## src/hw/rtl/bsq_pkg.sv

```systemverilog
// Shared types, register map and constants of the battery sample qualifier.
package bsq_pkg;

    // Configuration port geometry.
    localparam int unsigned CfgAddrWidth = 5;
    localparam int unsigned CfgDataWidth = 32;
    localparam int unsigned CfgIdxWidth  = 3;

    // Register indexes (byte address is four times the index).
    localparam logic [CfgIdxWidth-1:0] REG_CHARGE_ON_CURRENT    = 3'd0;
    localparam logic [CfgIdxWidth-1:0] REG_CHARGE_CONFIRM_COUNT = 3'd1;
    localparam logic [CfgIdxWidth-1:0] REG_LOW_CHARGE_PERCENT   = 3'd2;
    localparam logic [CfgIdxWidth-1:0] REG_LOW_CONFIRM_COUNT    = 3'd3;
    localparam logic [CfgIdxWidth-1:0] REG_MIN_VALID_MV         = 3'd4;
    localparam logic [CfgIdxWidth-1:0] REG_MAX_VALID_MV         = 3'd5;

    // Register reset values.
    localparam logic [15:0] CHARGE_ON_CURRENT_RST    = 16'd8;
    localparam logic [7:0]  CHARGE_CONFIRM_COUNT_RST = 8'd3;
    localparam logic [6:0]  LOW_CHARGE_PERCENT_RST   = 7'd2;
    localparam logic [7:0]  LOW_CONFIRM_COUNT_RST    = 8'd3;
    localparam logic [15:0] MIN_VALID_MV_RST         = 16'd2500;
    localparam logic [15:0] MAX_VALID_MV_RST         = 16'd5000;

    // Largest percentage a gauge may report for charge or health.
    localparam logic [15:0] PERCENT_MAX = 16'd100;
    // Marker for "time not applicable" and "health invalid".
    localparam logic [15:0] FULL16      = 16'hFFFF;

    localparam int unsigned InDataWidth  = 136;
    localparam int unsigned OutDataWidth = 112;

    // Input item, first field in the lowest bits.
    typedef struct packed {
        logic [4:0]         pad;
        logic [15:0]        health_raw;
        logic [15:0]        cycles_in;
        logic [15:0]        full_minutes;
        logic [15:0]        empty_minutes;
        logic               discharge_flag;
        logic signed [15:0] average_current;
        logic signed [15:0] instant_current;
        logic [15:0]        charge_raw;
        logic [15:0]        gauge_mv;
        logic               force_req;
        logic               read_ok;
    } in_item_t;

    // Result item, first field in the lowest bits.
    typedef struct packed {
        logic [4:0]         pad;
        logic               shutdown_request;
        logic [15:0]        health_percent;
        logic [15:0]        cycle_total;
        logic [15:0]        to_full_minutes;
        logic [15:0]        to_empty_minutes;
        logic signed [15:0] reported_current;
        logic [15:0]        cell_mv;
        logic [6:0]         charge_percent;
        logic               charging;
        logic               available;
        logic               publish;
    } out_item_t;

    // Stored record of the last published sample.
    typedef struct packed {
        logic               valid;
        logic               charging;
        logic [6:0]         percent;
        logic [15:0]        voltage;
        logic signed [15:0] current;
        logic [15:0]        to_empty;
        logic [15:0]        to_full;
        logic [15:0]        cycles;
        logic [15:0]        health;
    } record_t;

endpackage

```

## src/hw/rtl/battery_sample_qualifier.sv

```systemverilog
// Top level of the battery sample qualifier: qualification, debounce and record logic.
//
// The block takes one fuel-gauge sample per transfer on the s_axis side and returns exactly
// one result transfer on the m_axis side for each. A sample is rejected when the read failed,
// the voltage lies outside the [min_valid_mv, max_valid_mv] window, or the charge exceeds
// 100 percent; a rejected sample leaves all state alone and returns the stored record with
// publish equal to force_req. A valid sample updates a debounced charging latch, is
// formatted into a record, and the record is stored and published when it changed, when
// none was held yet, or when forced. A low-charge counter raises shutdown_request once
// after reset. The whole step is a few compares and counter updates done in the cycle a
// transfer is accepted; the result lands in an output register, so one sample is taken
// every clock cycle and a result appears in the cycle after its sample. The only limit on
// rate is the output register: a new sample is taken whenever the register is empty or
// its result is being taken in the same cycle. Configuration is written through the APB
// port while no sample is in flight, a rule on the user that the block does not enforce.
module battery_sample_qualifier
    import bsq_pkg::*;
(
    input  logic                    clk,
    input  logic                    rst_n,

    // Input: read_ok, force_req, gauge_mv, charge_raw, instant_current,
    // average_current, discharge_flag, empty_minutes, full_minutes, cycles_in,
    // health_raw, zero fill.
    input  logic                    s_axis_tvalid,
    output logic                    s_axis_tready,
    input  logic [InDataWidth-1:0]  s_axis_tdata,

    // Output: publish, available, charging, charge_percent, cell_mv,
    // reported_current, to_empty_minutes, to_full_minutes, cycle_total,
    // health_percent, shutdown_request, zero fill.
    output logic                    m_axis_tvalid,
    input  logic                    m_axis_tready,
    output logic [OutDataWidth-1:0] m_axis_tdata,

    input  logic                    psel,
    input  logic                    penable,
    input  logic                    pwrite,
    input  logic [CfgAddrWidth-1:0] paddr,
    input  logic [CfgDataWidth-1:0] pwdata,
    output logic [CfgDataWidth-1:0] prdata,
    output logic                    pready
);

    // Configuration registers.
    logic [15:0] charge_on_current_reg;
    logic [7:0]  charge_confirm_count_reg;
    logic [6:0]  low_charge_percent_reg;
    logic [7:0]  low_confirm_count_reg;
    logic [15:0] min_valid_mv_reg;
    logic [15:0] max_valid_mv_reg;

    // Debounce and shutdown state.
    logic        charge_latch_reg,     charge_latch_next;
    logic        charge_candidate_reg, charge_candidate_next;
    logic [7:0]  candidate_run_reg,    candidate_run_next;
    logic [7:0]  low_run_reg,          low_run_next;
    logic        shutdown_sent_reg,    shutdown_sent_next;
    record_t     record_reg,           record_next;

    // Output register.
    logic        m_valid_reg;
    out_item_t   m_data_reg,           m_data_next;

    in_item_t    in_item;
    logic        in_xfer;
    logic        cfg_write;
    logic [CfgIdxWidth-1:0] cfg_idx;

    logic        sample_ok;
    logic        candidate;
    logic        publish;
    logic        shutdown_pulse;
    record_t     formatted;

    assign in_item       = in_item_t'(s_axis_tdata);
    // The output register either is empty or hands its result over in this cycle.
    assign s_axis_tready = !m_valid_reg || m_axis_tready;
    assign in_xfer       = s_axis_tvalid && s_axis_tready;

    assign m_axis_tvalid = m_valid_reg;
    assign m_axis_tdata  = OutDataWidth'(m_data_reg);

    // ---------------------------------------------------------------------------------
    // Configuration port
    // ---------------------------------------------------------------------------------
    assign pready    = 1'b1;
    assign cfg_idx   = paddr[CfgAddrWidth-1:2];
    assign cfg_write = psel && penable && pwrite && pready;

    always_ff @(posedge clk or negedge rst_n)
    begin
        if (!rst_n)
        begin
            charge_on_current_reg    <= CHARGE_ON_CURRENT_RST;
            charge_confirm_count_reg <= CHARGE_CONFIRM_COUNT_RST;
            low_charge_percent_reg   <= LOW_CHARGE_PERCENT_RST;
            low_confirm_count_reg    <= LOW_CONFIRM_COUNT_RST;
            min_valid_mv_reg         <= MIN_VALID_MV_RST;
            max_valid_mv_reg         <= MAX_VALID_MV_RST;
        end
        else if (cfg_write)
        begin
            unique case (cfg_idx)
                REG_CHARGE_ON_CURRENT:    charge_on_current_reg    <= pwdata[15:0];
                REG_CHARGE_CONFIRM_COUNT: charge_confirm_count_reg <= pwdata[7:0];
                REG_LOW_CHARGE_PERCENT:   low_charge_percent_reg   <= pwdata[6:0];
                REG_LOW_CONFIRM_COUNT:    low_confirm_count_reg    <= pwdata[7:0];
                REG_MIN_VALID_MV:         min_valid_mv_reg         <= pwdata[15:0];
                REG_MAX_VALID_MV:         max_valid_mv_reg         <= pwdata[15:0];
                default:                  ;
            endcase
        end
    end

    always_comb
    begin
        unique case (cfg_idx)
            REG_CHARGE_ON_CURRENT:    prdata = {16'd0, charge_on_current_reg};
            REG_CHARGE_CONFIRM_COUNT: prdata = {24'd0, charge_confirm_count_reg};
            REG_LOW_CHARGE_PERCENT:   prdata = {25'd0, low_charge_percent_reg};
            REG_LOW_CONFIRM_COUNT:    prdata = {24'd0, low_confirm_count_reg};
            REG_MIN_VALID_MV:         prdata = {16'd0, min_valid_mv_reg};
            REG_MAX_VALID_MV:         prdata = {16'd0, max_valid_mv_reg};
            default:                  prdata = '0;
        endcase
    end

    // ---------------------------------------------------------------------------------
    // Sample step
    // ---------------------------------------------------------------------------------
    always_comb
    begin
        sample_ok = in_item.read_ok
                 && (in_item.gauge_mv >= min_valid_mv_reg)
                 && (in_item.gauge_mv <= max_valid_mv_reg)
                 && (in_item.charge_raw <= PERCENT_MAX);

        // Charging looks likely if the gauge is not discharging or either current
        // reaches the on threshold.
        candidate = !in_item.discharge_flag
                 || ($signed(in_item.instant_current) >= $signed(charge_on_current_reg))
                 || ($signed(in_item.average_current) >= $signed(charge_on_current_reg));

        charge_candidate_next = charge_candidate_reg;
        candidate_run_next    = candidate_run_reg;
        charge_latch_next     = charge_latch_reg;
        low_run_next          = low_run_reg;
        shutdown_sent_next    = shutdown_sent_reg;
        record_next           = record_reg;
        shutdown_pulse        = 1'b0;
        publish               = in_item.force_req;

        if (sample_ok)
        begin
            if (candidate != charge_candidate_reg)
            begin
                charge_candidate_next = candidate;
                candidate_run_next    = 8'd1;
            end
            else if (candidate_run_reg < charge_confirm_count_reg)
            begin
                candidate_run_next = candidate_run_reg + 8'd1;
            end
            if (candidate_run_next >= charge_confirm_count_reg)
            begin
                charge_latch_next = candidate;
            end
        end

        formatted.valid    = 1'b1;
        formatted.charging = charge_latch_next;
        formatted.percent  = in_item.charge_raw[6:0];
        formatted.voltage  = in_item.gauge_mv;
        formatted.current  = in_item.average_current;
        formatted.to_empty = charge_latch_next ? FULL16 : in_item.empty_minutes;
        formatted.to_full  = charge_latch_next ? in_item.full_minutes : FULL16;
        formatted.cycles   = in_item.cycles_in;
        formatted.health   = (in_item.health_raw > PERCENT_MAX) ? FULL16
                                                                : in_item.health_raw;

        if (sample_ok)
        begin
            // A change in any field, including the first valid sample, publishes.
            if (formatted != record_reg)
            begin
                publish = 1'b1;
            end
            if (publish)
            begin
                record_next = formatted;
            end

            if (charge_latch_next || ({9'd0, low_charge_percent_reg} <= in_item.charge_raw))
            begin
                low_run_next = 8'd0;
            end
            else if (!shutdown_sent_reg)
            begin
                if (low_run_reg < low_confirm_count_reg)
                begin
                    low_run_next = low_run_reg + 8'd1;
                end
                if (low_run_next >= low_confirm_count_reg)
                begin
                    shutdown_sent_next = 1'b1;
                    shutdown_pulse     = 1'b1;
                end
            end
        end

        m_data_next.pad              = '0;
        m_data_next.publish          = publish;
        m_data_next.available        = record_next.valid;
        m_data_next.charging         = record_next.charging;
        m_data_next.charge_percent   = record_next.percent;
        m_data_next.cell_mv          = record_next.voltage;
        m_data_next.reported_current = record_next.current;
        m_data_next.to_empty_minutes = record_next.to_empty;
        m_data_next.to_full_minutes  = record_next.to_full;
        m_data_next.cycle_total      = record_next.cycles;
        m_data_next.health_percent   = record_next.health;
        m_data_next.shutdown_request = shutdown_pulse;
    end

    always_ff @(posedge clk or negedge rst_n)
    begin
        if (!rst_n)
        begin
            charge_latch_reg     <= 1'b0;
            charge_candidate_reg <= 1'b0;
            candidate_run_reg    <= '0;
            low_run_reg          <= '0;
            shutdown_sent_reg    <= 1'b0;
            record_reg           <= '0;
        end
        else if (in_xfer)
        begin
            charge_latch_reg     <= charge_latch_next;
            charge_candidate_reg <= charge_candidate_next;
            candidate_run_reg    <= candidate_run_next;
            low_run_reg          <= low_run_next;
            shutdown_sent_reg    <= shutdown_sent_next;
            record_reg           <= record_next;
        end
    end

    always_ff @(posedge clk or negedge rst_n)
    begin
        if (!rst_n)
        begin
            m_valid_reg <= 1'b0;
        end
        else if (in_xfer)
        begin
            m_valid_reg <= 1'b1;
        end
        else if (m_axis_tready)
        begin
            m_valid_reg <= 1'b0;
        end
    end

    always_ff @(posedge clk)
    begin
        if (in_xfer)
        begin
            m_data_reg <= m_data_next;
        end
    end

    // ---------------------------------------------------------------------------------
    // Assertions
    // ---------------------------------------------------------------------------------
    // Once requested, shutdown stays recorded until reset.
    a_shutdown_sticky: assert property (@(posedge clk) disable iff (!rst_n)
        shutdown_sent_reg |=> shutdown_sent_reg)
        else $error("shutdown_sent cleared without reset");

    // A shutdown request comes only with a valid sample, so a record is held.
    a_shutdown_has_record: assert property (@(posedge clk) disable iff (!rst_n)
        (m_valid_reg && m_data_reg.shutdown_request) |-> m_data_reg.available)
        else $error("shutdown request without a valid record");

    // A shutdown request pulse is never seen with the flag already set beforehand.
    a_shutdown_once: assert property (@(posedge clk) disable iff (!rst_n)
        (in_xfer && shutdown_pulse) |-> !shutdown_sent_reg)
        else $error("second shutdown request");

    // A charging record always reports time to empty as not applicable.
    a_charging_format: assert property (@(posedge clk) disable iff (!rst_n)
        (m_valid_reg && m_data_reg.charging) |-> (m_data_reg.to_empty_minutes == FULL16))
        else $error("charging record with a time to empty");

    // An empty output register never holds off the input side.
    a_ready_when_empty: assert property (@(posedge clk) disable iff (!rst_n)
        !m_valid_reg |-> s_axis_tready)
        else $error("input stalled with empty output register");

endmodule
```

## config.mk

```make
export PLATFORM = sky130hd
export DESIGN_NAME = battery_sample_qualifier
export DESIGN_NICKNAME = d
export VERILOG_FILES = /design/src/hw/rtl/bsq_pkg.sv /design/src/hw/rtl/battery_sample_qualifier.sv
export SDC_FILE = /design/constraint.sdc
export NUM_CORES = 1
export LEC_CHECK = 0
export BUFFER_PORTS_ARGS = -buffer_cell sky130_fd_sc_hd__buf_2
export CAP_MARGIN = 20
export CORE_UTILIZATION = 35
export DETAILED_ROUTE_END_ITERATION = 10
export SLEW_MARGIN = 10
export SYNTH_ARGS = -nofsm -noshare
export SYNTH_HDL_FRONTEND = slang
export SYNTH_SLANG_ARGS = --single-unit
export TNS_END_PERCENT = 30
```

## constraint.sdc

```tcl
create_clock -name clk -period 17.75 [get_ports clk]
set_clock_uncertainty 0.1 [all_clocks]
set_input_delay 2.6625 -clock clk [delete_from_list [all_inputs] [get_ports clk]]
set_output_delay 2.6625 -clock clk [all_outputs]
set_load 0.01 [all_outputs]
```

# After elaboration in Yosys (flattened, before gate mapping)
# Cells that the tools add are included.
[op_classes]
order_cmp = 11
n_reduce_logical = 25
bitwise = 2
mux = 24
eq_ne = 8
n_addsub = 2
[ops]
columns = ["operator", "count"]
rows = [
  ["two-way mux 105 bit", 2],
  ["inequality test 105 bit", 1],
  ["one-hot mux 16 bit (6 select lines)", 1],
  ["two-way mux 8 bit", 9],
  ["greater-or-equal comparator 16 bit", 3],
  ["two-way mux 16 bit", 3],
  ["adder 8 x 1 -> 8 bit (second input constant)", 2],
  ["greater-or-equal comparator 8 bit", 2],
  ["> comparator 16 x 7 -> 1 bit (second input constant)", 1],
  ["less-or-equal comparator 16 bit", 1],
  ["less-or-equal comparator 16 x 7 -> 1 bit (second input constant)", 1],
  ["less-or-equal comparator 7 x 16 -> 1 bit", 1],
  ["less-than comparator 8 bit", 2],
  ["AND reduction 2 bit", 7],
  ["two-way mux 1 bit", 9],
  ["AND reduction 3 bit", 3],
  ["equality test 3 x 2 -> 1 bit (second input constant)", 2],
  ["equality test 3 bit (second input constant)", 2],
  ["logical AND 1 bit", 6],
  ["logical OR 1 bit", 4],
  ["equality test 3 x 1 -> 1 bit (second input constant)", 1],
  ["zero test 3 bit", 1],
  ["OR reduction 3 bit", 1],
  ["zero test 1 bit", 2],
  ["other kinds (4)", 5],
]
[totals]
elab_cells = 104
output_inout_bits = 147
register_bits = 303
in_bits = 180

# Depth between registers and ports, before layout
# Gate-level depths: netlist of the first run.
[depth]
ltp_word = 15
mapped_depth = 27
mapped_depth_nobuf = 24

# Worst setup path after synthesis of the first run
# OpenSTA, ideal clock, no wires.
[synth_timing]
path_type = "input port to flip-flop"
from = "input s_axis_tdata[65]"
to = "register m_data_reg, in the netlist m_axis_tdata[10] (data pin)"
arrival_ps = 8292
stages = 24
setup_time_ps = 262
required_time_ps = 17388
path_buffers = 4
path_slack_ps = 9096
path_cell_list = "ha_1 nand4_1 nor2_1 or3_1 o41a_1 a2111oi_4 xnor2_1 clkbuf_1 nor2_1 ha_1 nand2_1 o21ai_0 a41oi_1 a21o_1 a211oi_4 mux2_4 buf_6 nor4_1 a311oi_2 nor4b_1 a21oi_2 buf_4 buf_4 mux2_1"
[synth_rtl]
columns = ["element", "line_no", "source"]
rows = [
  ["from (decl)", "battery_sample_qualifier.sv:27", "input logic [InDataWidth-1:0] s_axis_tdata,"],
  ["to (signal assigned)", "battery_sample_qualifier.sv:268", "m_data_reg <= m_data_next;"],
  ["to (decl)", "battery_sample_qualifier.sv:63", "out_item_t m_data_reg, m_data_next;"],
]

# Final worst setup path of the first run
[layout_timing]
from = "input s_axis_tdata[64]"
to = "register record_reg[76] in the netlist's numbering"
[layout_via]
elab_chain_cells = 14
elab_cells_between_ends = 15
classes_between = "2 x order compare; 2 x eq/ne; 10 x mux; 1 x reduce/logical"
[layout_rtl]
columns = ["element", "line_no", "source"]
rows = [
  ["greater-or-equal comparator 16 bit", "battery_sample_qualifier.sv:143", "|| ($signed(in_item.average_current) >= $signed(charge_on_current_reg));"],
  ["logical OR 1 bit", "battery_sample_qualifier.sv:143", ""],
  ["inequality test 1 bit", "battery_sample_qualifier.sv:156", "if (candidate != charge_candidate_reg)"],
  ["two-way mux 8 bit", "battery_sample_qualifier.sv:156", ""],
  ["two-way mux 8 bit", "battery_sample_qualifier.sv:154", "if (sample_ok)"],
  ["greater-or-equal comparator 8 bit", "battery_sample_qualifier.sv:165", "if (candidate_run_next >= charge_confirm_count_reg)"],
  ["two-way mux 1 bit", "battery_sample_qualifier.sv:165", ""],
  ["two-way mux 1 bit", "battery_sample_qualifier.sv:154", ""],
  ["two-way mux 16 bit, on equally long branches", "battery_sample_qualifier.sv:177, battery_sample_qualifier.sv:176", ""],
  ["inequality test 105 bit *", "battery_sample_qualifier.sv:185", "if (formatted != record_reg)"],
  ["two-way mux 1 bit *", "battery_sample_qualifier.sv:185", ""],
  ["two-way mux 1 bit *", "battery_sample_qualifier.sv:182", "if (sample_ok)"],
  ["two-way mux 105 bit *", "battery_sample_qualifier.sv:189", "if (publish)"],
  ["two-way mux 105 bit *", "battery_sample_qualifier.sv:182", ""],
  ["to (signal assigned)", "battery_sample_qualifier.sv:244", "record_reg <= record_next;"],
  ["to (decl)", "battery_sample_qualifier.sv:59", "record_t record_reg, record_next;"],
]
# Mark *: on every way between the ends. The rest lies on a longest branch, timed or not. The select of a mux whose other input is x is not followed.
# A chain may end at the register's enable or synchronous reset.

==> summary.txt, run 1 <==
Outcome
  – Status: finished clean

Critical path
  – WP data arrival: 10110 ps
  – CP most frequent cell: buf_4
  – Worst path top cell family by delay: compound AO/OA/AOI/OAI gates
  – End point of the critical path: record_reg[76]
  – Worst-path maximum fanout: 57
  – FF-to-FF End: record_reg[76]
  – Critical path depth in cells: 25
  – Worst Path Buf+Inv: 5
  – Reg-to-Reg Start: charge_on_current_reg[7]
  – CP Launch Point: s_axis_tdata[64]
  – Startpoint types: input pin
  – CP max stage delay: 690 ps
  – WS Path Type: in -> reg
  – Worst reg2reg path depth: 25
  – Reg-to-reg slack, setup: 9740 ps
  – Critical Path RT: 18060 ps
  – Setup crit end kind: flop
  – CP max-delay cell: mux2_4

STA
  – Final setup viols: 0
  – Final WS setup: 7960 ps
  – Final slew viol count: 0
  – Period minus WS final: 9790 ps
  – Rel. slew slack: 32.0%
  – Unrepaired setup endpoints after global routing: no
  – Max Clk Rate: 102 MHz
  – Final Hold Viols: 0
  – Final TNS setup: 0 ps
  – Slew @ Worst Pin: 995 ps
  – Tcrit/Tclk final: 55.2%

Cells and area
  – Max reg flops: 107
  – Nets: 2138
  – Final Cell Area: 20900 µm²
  – Non-filler instance count after layout: 2550
  – Storage cell area: 8140 µm²
  – Area of the multi-input gates: 8550 µm²
  – Area Growth Syn to Fin: 18.9%
  – Fill count: 4742
  – Share of layout cells above drive strength 1: 30.3%

Global routing
  – Tot GR Track Use: 20.1%
  – Number of global-route vias before repair: 13072
  – Pin count of the biggest net entering global routing: 76
  – Global route total overflow: 0
  – Initial antenna violation count: 4
  – First-pass GRT wire length: 77.4 mm

Power
  – PwrDens: 91.6 nW/µm²
  – Total power: 1.91 mW
  – Worst VDD drop: 0.0000558 V
  – Leak: 9.70 nW

Synthesis
  – Synth Register Bits: 303
  – Post-synthesis adder-cell area fraction: 7.34%
  – Post-synth EDFFs: 107
  – Seq/Total Area, Yosys: 46.3%
  – Syn avg cell area: 11.2 µm²
  – Main combinational cell family by area after synthesis: multiplexers
  – Most common flop cell mapped by yosys: dfrtp_1
  – Netlist cell types: 78
  – Post-synthesis mux area share: 17.0%
  – Simple-gate share of the synthesized area: 10.7%
  – Area fraction in compound gates after synthesis: 10.1%
  – Synth Instances: 1573
  – Synth Cell Area: 17600 µm²
  – Post-synth ARST share: 64.7%
  – Synth Area in XOR/XNOR: 2.89%
  – Synth warn: 0

Clocking
  – Clock transition at the registers of the reported paths: 50 ps
  – CTS Root Cell: clkbuf_16
  – CTS tree: yes
  – Clock latency on the worst-skew pair: 560 ps
  – Number of buffers created by CTS: 38
  – Post-cts resize count: 0
  – Post-CTS setup buffer count: 0
  – Clock sink count: 303
  – Hold Buf Count CTS: 0
  – Htree depth: 2
  – Clock Path Buffers: 3

Placement
  – Placement Cell Area: 19500 µm²
  – GP Congestion: 0.877
  – Port bufs: 281
  – DPL Wire Length: 38.2 mm
  – DP Worst Slack: 7150 ps
  – Placed cell count: 2475

Routing
  – Pre-antenna DRT Iters: 6
  – WL final: 51.6 mm
  – Vias per inst: 5.25
  – Final ANT Viol Nets: 0
  – Post-route DRC: 0
  – Initial DRC count: 839
  – Vias: 13398
  – DR WL/cell: 20.2 µm

Floorplan
  – Die ar.: 51100 µm²
  – Starting Density: 35.7%
  – Site row count: 81
  – Die Ht: 226 µm
  – Core area: 49300 µm²
  – IO Count: 327
  – Chip width: 226 µm

Worst hold path
  – Worst Hold Class: reg -> reg

Job
  – Max-capacitance violation count: 0
layout make-up:
| type | count | share of cell area (%) |
|---|---|---|
| Timing Repair Buffer | 299 | 7.70 |
| Antenna cell | 1 | 0.0120 |
| Multi-Input combinational cell | 1088 | 41.0 |
| Tap cell | 664 | 3.98 |
| Sequential cell | 303 | 39.0 |
| Clock buffer | 59 | 5.57 |
| Inverter | 125 | 2.26 |
| Clock inverter | 11 | 0.534 |
per-stage QoR:
stage,util (%),hold slack (ps)
6_report,42.4,405
5_1_grt,42.4,431
4_1_cts,42.2,402
3_5_place_dp,39.6,388
3_3_place_gp,39.6,367
2_1_floorplan,-,355
cells by family (layout without fill, tap and decap cells):
group / after synthesis / after routing
simple gates: 372 / 372
flops: 303 / 303
mux: 267 / 267
compound gates: 266 / 266
buf+inv: 202 / 494
fa+ha+maj: 103 / 103
xor+xnor: 58 / 58
other cells: 2 / 23
power breakdown:
group / internal [mW] / switching [mW]
combinational: 0.127 / 0.196
clock: 0.468 / 0.310
sequential: 0.778 / 0.0318
layout by cell type, fill, tap and decap left out, types with 16 or more instances in the layout:
cell type | synthesis | routed
inv_1 | 125 | 124
nand4_1 | 35 | 35
nor4_1 | 20 | 20
nor3_1 | 20 | 19
mux2_2 | 159 | 159
nor2b_1 | 19 | 19
edfxtp_1 | 107 | 107
conb_1 | 2 | 22
a22oi_1 | 17 | 17
mux2i_1 | 36 | 36
or2_2 | 22 | 22
ha_1 | 103 | 103
a21o_1 | 20 | 20
clkbuf_16 | 0 | 40
buf_2 | 6 | 280
mux2_1 | 69 | 69
a21oi_1 | 41 | 41
xnor2_1 | 36 | 36
nand3_1 | 22 | 22
nor2_1 | 50 | 50
dfrtp_1 | 180 | 180
dfstp_2 | 16 | 16
o22ai_1 | 26 | 26
nand2_1 | 120 | 120
xor2_1 | 22 | 22
nand2b_1 | 32 | 32
o21ai_0 | 78 | 78
synthesized netlist by cell type, types with 5 or more instances:
library cell  number  area share, %
mux2_1            69            4.4
mux2_2           159             10
a2111oi_0          6           0.30
a22oi_1           17           0.73
buf_2              6           0.17
nand4_1           35            1.2
o22ai_1           26           0.93
inv_1            125            2.7
o21ai_0           78            2.2
o21a_1             5           0.21
a31oi_1            5           0.18
nand3_1           22           0.63
o31ai_1           11           0.47
o211ai_1           6           0.26
buf_1              6           0.13
or3_1              7           0.25
nor2b_1           19           0.68
nor4_1            20           0.71
clkbuf_1          25           0.53
xnor2_1           36            1.8
nor2_1            50            1.1
xor2_1            22            1.1
ha_1             103            7.3
o2111ai_1          7           0.35
dfstp_2           16            2.4
and3_1             9           0.32
edfxtp_1         107             18
buf_4             32            1.4
nand2b_1          32            1.1
nand2_1          120            2.6
or2_2             22           0.78
mux2i_1           36            2.1
a21o_1            20           0.85
a21oi_1           41            1.2
nor3_1            20           0.57
dfrtp_1          180             26
metal layers:
metal / share of wire [%] / vias up / track usage [%]
li1: - / 6237 / -
met1: 45 / 6691 / 26.8
met2: 47 / 394 / 33.1
met3: 5.8 / 70 / 4.32
met4: 1.9 / 6 / 4.83
met5: 0.070 / - / 0
worst min path at each step:
| stage | end | cells after the start | start | slack (ps) |
|---|---|---|---|---|
| global placement | record_reg[104] | 1 | record_reg[104] | 370 |
| detailed placement | record_reg[104] | 1 | record_reg[104] | 390 |
| finish | record_reg[104] | 1 | record_reg[104] | 400 |
| CTS | record_reg[104] | 1 | record_reg[104] | 400 |
| floorplan | record_reg[104] | 1 | record_reg[104] | 360 |
| global route | record_reg[104] | 1 | record_reg[104] | 430 |
No activity file was read; power rests on OpenSTA's default activity.
==> inputs of run 2 (changes only) <==
Clock period 17.75 ns to 8.75 ns, I/O delays scaled along.
==> summary.txt, run 2 (same netlist as run 1, synthesis figures left out) <==
Placement
  – GP Congestion: 0.887
  – Placed cell count: 2481
  – DPL Wire Length: 38.8 mm
  – Port bufs: 281

STA
  – Slew @ Worst Pin: 995 ps
  – Unrepaired setup endpoints after global routing: no
  – Max Clk Rate: 134 MHz
  – Final slew viol count: 0
  – Period minus WS final: 7470 ps
  – Rel. slew slack: 32.0%
  – Final TNS setup: 0 ps
  – Tcrit/Tclk final: 85.4%
  – Final Hold Viols: 0
  – Final setup viols: 0

Power
  – PwrDens: 188 nW/µm²
  – Total power: 3.92 mW
  – Leak: 9.73 nW
  – Worst VDD drop: 0.000111 V

Critical path
  – Worst-path maximum fanout: 23
  – Setup crit end kind: flop
  – WP data arrival: 7660 ps
  – Worst Path Buf+Inv: 2
  – Worst reg2reg path depth: 25
  – FF-to-FF End: m_axis_tdata[57]
  – Critical Path RT: 8940 ps
  – Critical Path, Cell by Cell: buf_2 -> ha_1 -> nand4_1 -> nor2_1 -> or3_1 -> o41a_1 -> a2111oi_4 -> xnor2_1 -> nor2_1 -> ha_1 -> nand2_1 -> o21ai_0 -> a41oi_1 -> a21o_1 -> a211oi_4 -> mux2_4 -> o41ai_1 -> o2111ai_1 -> nor4_1 -> a21oi_4 -> buf_4 -> mux2_2
  – Startpoint types: input pin
  – WS Path Type: in -> reg
  – CP max-delay cell: o41ai_1
  – Reg-to-Reg Start: charge_confirm_count_reg[1]
  – CP max stage delay: 570 ps
  – Worst path top cell family by delay: compound AO/OA/AOI/OAI gates
  – Reg-to-reg slack, setup: 1550 ps

Clocking
  – Post-cts resize count: 0
  – Hold Buf Count CTS: 0
  – Number of buffers created by CTS: 38
  – CTS tree: yes
  – Clock latency on the worst-skew pair: 540 ps
  – Clock Path Buffers: 3
  – Clock sink count: 303
  – CTS Root Cell: clkbuf_16
  – Htree depth: 2
  – Post-CTS setup buffer count: 0
  – Clock transition at the registers of the reported paths: 60 ps

Cells and area
  – Antenna cell count: 0
  – Most common cell after layout, fill and taps aside: buf_2
  – Nets: 2141
  – Storage cell area: 8140 µm²
  – Non-filler instance count after layout: 2551
  – Share of layout cells above drive strength 1: 30.5%
  – Max reg flops: 107
  – Area Growth Syn to Fin: 19.1%
  – Most frequent cells in the layout: 280 x buf_2, 180 x dfrtp_1, 159 x mux2_2, 124 x inv_1, 120 x nand2_1
  – Area of the multi-input gates: 8550 µm²
  – Fill count: 4744

Worst hold path
  – HP Start: record_reg[104]
  – Worst hold path depth: 1
  – Hold EP: record_reg[104]
  – Worst Hold Class: reg -> reg

Job
  – Max-capacitance violation count: 0

Floorplan
  – Starting Density: 35.7%
  – Die ar.: 51100 µm²
  – Chip width: 226 µm
  – Die Ht: 226 µm
  – Core area: 49300 µm²
  – Site row count: 81
  – IO Count: 327

Global routing
  – Number of global-route vias before repair: 13148
  – Pin count of the biggest net entering global routing: 69
  – First-pass GRT wire length: 77.8 mm
  – Initial antenna violation count: 1
  – Global route total overflow: 0
  – Tot GR Track Use: 20.2%

Routing
  – Pre-antenna DRT Iters: 5
  – Initial DRC count: 885
  – Vias per inst: 5.19
  – Vias: 13252
  – Post-route DRC: 0
  – Final ANT Viol Nets: 0
  – DR WL/cell: 20.2 µm
  – WL final: 51.5 mm

Outcome
  – Status: finished clean
## run 2: changes by cell type in the layout (fill, tap and decap cells not counted)
cell and delta:
buf_12 +4, clkbuf_1 -4, buf_16 -3, bufinv_16 +3, clkbuf_8 -3, clkinv_1 +3, buf_4 +2, clkinv_8 -2
clkinv_2 +1, clkinv_4 +1, clkinvlp_4 -1, diode_2 -1, inv_6 +1
## run 2: cell type report
cell class	instances	area share, %
Clock buffer	52	5.29
Clock inverter	17	0.933
Inverter	125	2.26
Multi-Input combinational cell	1088	40.9
Sequential cell	303	38.9
Tap cell	664	3.97
Timing Repair Buffer	302	7.75
## run 2: worst max path at each step
stage,cells past startpoint,endpoint,start
finish,22,m_axis_tdata[57],s_axis_tdata[64]
global route,22,m_axis_tdata[57],s_axis_tdata[64]
CTS,22,m_axis_tdata[31],s_axis_tdata[64]
detailed placement,22,m_axis_tdata[31],s_axis_tdata[64]
floorplan,24,m_axis_tdata[10],s_axis_tdata[65]
global placement,22,m_axis_tdata[57],s_axis_tdata[64]
## run 2: routing by layer
metal,vias to the layer above,share of wire (%),track usage [%]
met5,-,0.021,0
met1,6578,45,27.0
met2,350,47,33.4
li1,6251,-,-
met4,2,2.3,5.24
met3,71,5.4,3.60
## run 2: through the flow
stage | hold WS, ps | cell area (µm²) | setup WS (ps) | util (%)
floorplan | 355 | 17600 | 1450 | -
global placement | 369 | 19600 | 896 | 39.8
detailed placement | 373 | 19600 | 725 | 39.8
CTS | 387 | 20900 | 1300 | 42.4
global route | 401 | 20900 | 891 | 42.5
finish | 389 | 20900 | 1280 | 42.5
## run 2: report_power, final
| group | total, mW | leakage (nW) | switching [mW] | internal (mW) |
|---|---|---|---|---|
| Sequential | 1.64 | 3.55 | 0.0641 | 1.58 |
| Clock | 1.63 | 0.642 | 0.624 | 1.00 |
| Combinational | 0.652 | 5.53 | 0.395 | 0.257 |
| Total | 3.92 | 9.73 | 1.08 | 2.84 |
